<file path="src/rtl/assert_macros.svh">
// Assertion macros shared by the decoder RTL.
// Needs signals clk and arst_n in the module that uses them.
`ifndef ASSERT_MACROS_SVH
`define ASSERT_MACROS_SVH

// Checked property, ignored while reset is asserted.
`define GLD_ASSERT(lbl, prop, msg) \
	lbl: assert property (@(posedge clk) disable iff (!arst_n) prop) else $error(msg);

// Checked property, evaluated during reset as well.
`define GLD_ASSERT_ALWAYS(lbl, prop, msg) \
	lbl: assert property (@(posedge clk) prop) else $error(msg);

`endif

</file>
<file path="src/rtl/gld_pkg.sv">
// Package of the GIF LZW decoder: dictionary entry type, operation codes,
// bit unpacker status and the root size clamp. No dependencies.
package gld_pkg;

	localparam int TABLE_DEPTH_DEF    = 4096;
	localparam int MAX_CODE_WIDTH_DEF = 12;
	localparam int CODE_W             = 12;
	localparam logic [3:0] ROOT_SIZE_RST = 4'd8;

	typedef struct packed {
		logic [CODE_W-1:0] parent;
		logic [CODE_W-1:0] length;
		logic [7:0]        first;
		logic [7:0]        last;
	} entry_t;

	typedef enum logic [1:0] {
		OP_NONE,
		OP_WALK,
		OP_KNOWN
	} op_t;

	typedef struct packed {
		logic [CODE_W-1:0] acc;
		logic [3:0]        gathered;
		logic [7:0]        held;
		logic [3:0]        held_left;
		logic              done;
	} unpack_t;

	// Bring a written root size into the range the table and code width allow.
	function automatic logic [3:0] clamp_root(logic [3:0] v, int mcw, int depth);
		logic [3:0] r;
		r = v;
		if (r < 4'd2) r = 4'd2;
		if (r > 4'd11) r = 4'd11;
		for (int i = 0; i < 9; i++) begin
			if (r > 4'd2 && ((int'(r) + 1 > mcw) || ((1 << r) + 2 > depth))) begin
				r = r - 4'd1;
			end
		end
		return r;
	endfunction

endpackage

</file>
<file path="src/rtl/gld_unpack.sv">
// Bit gatherer: moves up to one code's worth of held bits, LSB first,
// into the code accumulator. Depends on gld_pkg.
module gld_unpack (
	input  logic [gld_pkg::CODE_W-1:0] acc,
	input  logic [3:0]                 gathered,
	input  logic [3:0]                 code_width,
	input  logic [7:0]                 held,
	input  logic [3:0]                 held_left,
	output gld_pkg::unpack_t           result
);
	import gld_pkg::*;

	logic [3:0] want;
	logic [3:0] n;
	logic [8:0] mask;
	logic [7:0] bits;

	always_comb begin
		want = code_width - gathered;
		n = (held_left < want) ? held_left : want;
		mask = (9'd1 << n) - 9'd1;
		bits = held & mask[7:0];
		result.acc = acc | (CODE_W'(bits) << gathered);
		result.held = held >> n;
		result.held_left = held_left - n;
		result.gathered = gathered + n;
		result.done = (gathered + n) >= code_width;
	end

endmodule

</file>
<file path="config.mk">
export PLATFORM = sky130hd
export DESIGN_NAME = gld_unpack
export DESIGN_NICKNAME = d
export VERILOG_FILES = /design/src/rtl/assert_macros.svh /design/src/rtl/gld_pkg.sv /design/src/rtl/gld_unpack.sv
export SDC_FILE = /design/constraint.sdc
export NUM_CORES = 1
export LEC_CHECK = 0
export ABC_AREA = 1
export CAP_MARGIN = 20
export CORE_AREA = 10 10 66 68
export DETAILED_ROUTE_END_ITERATION = 16
export DIE_AREA = 0 0 76 78
export DONT_BUFFER_PORTS = 1
export PLACE_DENSITY = 0.73
export REMOVE_ABC_BUFFERS = 1
export SETUP_SLACK_MARGIN = 0.02
export SLEW_MARGIN = 20
export SYNTH_ARGS = -nofsm -noshare
export SYNTH_HDL_FRONTEND = slang
export SYNTH_SLANG_ARGS = --single-unit
</file>
<file path="constraint.sdc">
create_clock -name vclk -period 5.7
set_input_delay 0 -clock vclk [all_inputs]
set_output_delay 0 -clock vclk [all_outputs]
set_load 0.005 [all_outputs]
</file>
==> flow_metrics.py <==
metrics = {
    "power": {
        "leakage_nw": 0.813,
        "power_density_mw_per_mm2": 216,
        "swShare_pct": 64.9,
        "internal_power_uw": 116,
        "power_frac_clock_pct": 0,
        "ir_drop_mv": 0.116,
        "p_switching_uw": 215,
        "pwr-share-seq_pct": 0,
        "power_frac_comb_pct": 100.0,
    },
    "cells_and_area": {
        "diodes": 0,
        "fin_nets": 304,
        "seq_cells": 0,
        "register_area_um2": 0,
        "area_delta_synth_final_pct": 1.66,
        "clock_buffers": 0,
        "drive_gt1_share_pct": 13.9,
        "fin_cells": 297,
    },
    "route": {
        "wirelength_um": 4200,
        "drtIter0Drc": 195,
        "drc": 0,
        "routedWlPerCell_um": 14.1,
        "ant_nets": 0,
        "viasPerCell": 5.47,
        "vias": 1625,
        "dr.pass1.iters": 4,
    },
    "synth": {
        "avgSynthCellArea_um2": 5.88,
        "synth_fa_ha_area_share_pct": 16.7,
        "synth_cell_type_count": 34,
        "synth.most_common_cell": "nand2_1",
        "syn_inst": 257,
        "synthTopCellsByArea": "ha_1 (14%), nand2_1 (13%), nand3_1 (13%), inv_1 (11%), nand2_4 (4.5%)",
        "synth.largest_area_cell": "ha_1",
        "synth_xor_area_share_pct": 4.06,
        "yosys.area_share.simple_pct": 48.0,
        "ys_warn_count": 0,
        "synth.area.mux_share_pct": 0.663,
        "synthTopCellsByCount": "nand2_1 (54), inv_1 (43), nand3_1 (38)",
        "synth_area_mm2": 0.00151,
        "synth_top_family_by_area": "simple AND/OR/NAND/NOR gates",
        "synth_top_area_share_pct": 14.1,
        "synth_compound_gate_area_share_pct": 15.4,
        "ys_seq_area_share_pct": 0,
    },
    "placement": {
        "port_buffers": 0,
        "dp_hpwl_um": 3670,
        "numPlacedInstances": 297,
        "gp_congestion": 0.869,
    },
    "die": {
        "dieArea_mm2": 0.00593,
        "std_cell_rows": 21,
        "start_util_pct": 47.5,
        "die_x_um": 76,
        "num_io_pins": 61,
        "coreArea_mm2": 0.00318,
        "die_h_um": 78,
    },
    "cts": {
        "cts_post_setup_buffers_inserted": 0,
        "cts-resized-gates": 0,
        "hold_buffers": 0,
    },
    "outcome": {
        "status": "complete, no violations",
    },
    "hold_path": {
        "hold_class": "in2out",
        "hold_start": "gathered[3]",
    },
    "timing": {
        "setup_viol": 0,
        "rsz0062_at_grt": "false",
        "max_clock_freq_mhz": 270,
        "finalCriticalPeriod_ns": 3.70,
        "fin_crit_sh_pct": 64.9,
        "setup_tns_ns": 0,
        "maxSlewHeadroom_pct": 63.7,
        "worst_slew_pin_slew_ns": 0.544,
        "slew_viol_final": 0,
        "timing.final.hold_violations": 0,
    },
    "setup_path": {
        "cp.required_ns": 5.70,
        "crit_type": "in2out",
        "cp_max_fo": 16,
        "critPathLaunchType": "input port",
        "cp-end-kind": "output port",
        "startpoint": "gathered[1]",
        "worst-endpoint-arrival_ns": 3.70,
    },
    "run": {
        "maxCapViolCount": 0,
    },
    "global_routing": {
        "grt_pass1_vias": 1500,
        "grt_start_max_net_pins": 18,
        "gr-total-overflow": 0,
        "antenna_found_initial": 0,
        "grt_first_pass_wirelength_um": 7040,
        "grtUsageTotal_pct": 13.4,
    },
}
## final timing paths
check | depth (start not counted) | to | slack, ns
worst max-delay path | 24 | result[0] | 2.00
worst min-delay path | 1 | result[20] | 0.06
## stage by stage
step                      util [%]  setup slack, ns  hold WS [ns]  instance area (um2)  power [mW]
after floorplan                  -             2.38        0.0557                 1480       0.272
after global placement        48.3             2.16        0.0638                 1540       0.330
after detailed placement      48.3             2.01        0.0632                 1540       0.334
after CTS                     48.3             1.99        0.0632                 1540       0.336
after global routing          48.3             1.68        0.0708                 1540       0.378
final                         48.3             2.00        0.0611                 1540       0.331
## metal layers
layer  track usage [%]  wire (um)  vias to the layer above
li1                  -          -                      835
met1              15.9       1650                      719
met2              24.6       2100                       63
met3              3.34        427                        8
met4             0.568         21                        0
met5                 0          0                        -
## logic make-up (layout without fill, tap and decap cells)
| group | Yosys count | count (layout) |
|---|---|---|
| and+or+nand+nor | 137 | 137 |
| buffers and inverters | 57 | 51 |
| AOI/OAI and AO/OA | 36 | 36 |
| adders and majority gates | 19 | 19 |
| xor gates and xnor gates | 7 | 7 |
| muxes | 1 | 1 |
## area by class of cell
class                           count  area (um2)
Fill cell                         334        1640
Inverter                           51         196
Multi-Input combinational cell    200        1280
Tap cell                           46        57.6
## critical path: stages
cell and delay (ns):
inv_1 0.39, ha_1 0.33, a21oi_1 0.14, o21bai_1 0.09, xnor2_1 0.26, inv_1 0.08
ha_1 0.30, inv_1 0.05, nand3_2 0.09, nand2_4 0.07, inv_4 0.08, nand2_4 0.06
nand2_2 0.07, nand2_4 0.10, inv_4 0.13, ha_1 0.18, inv_1 0.06, fa_1 0.49
inv_1 0.08, ha_1 0.29, inv_1 0.06, nor2_1 0.03, o211ai_1 0.15, nand3_1 0.11
## placed cells by master (no fill, tap or decap)
cell	n
nand2_1	54
inv_1	43
nand3_1	38
ha_1	17
nand2_2	10
o21ai_0	10
nor2_1	9
a21oi_1	7
o211ai_1	7
nand2_4	6
xnor2_1	6
inv_2	5
nand3_2	5
o21bai_1	4
nand4_1	4
nand3b_1	4
inv_4	2
nor2_4	2
nor3_1	2
o221ai_1	2
o22ai_1	2
nor2_2	2
o21bai_2	2
fa_1	2
xor2_1	1
o21a_1	1
mux2i_1	1
nand3_4	1
clkinv_1	1
o21ai_1	1
## power by group through the flow
stage	Sequential, mW	Combinational, mW	Clock, mW
after CTS	0	0.336	0
final	0	0.331	0
after floorplan	0	0.272	0
after global routing	0	0.378	0
after detailed placement	0	0.334	0
after global placement	0	0.330	0
Power figures use the tool's default switching activity.
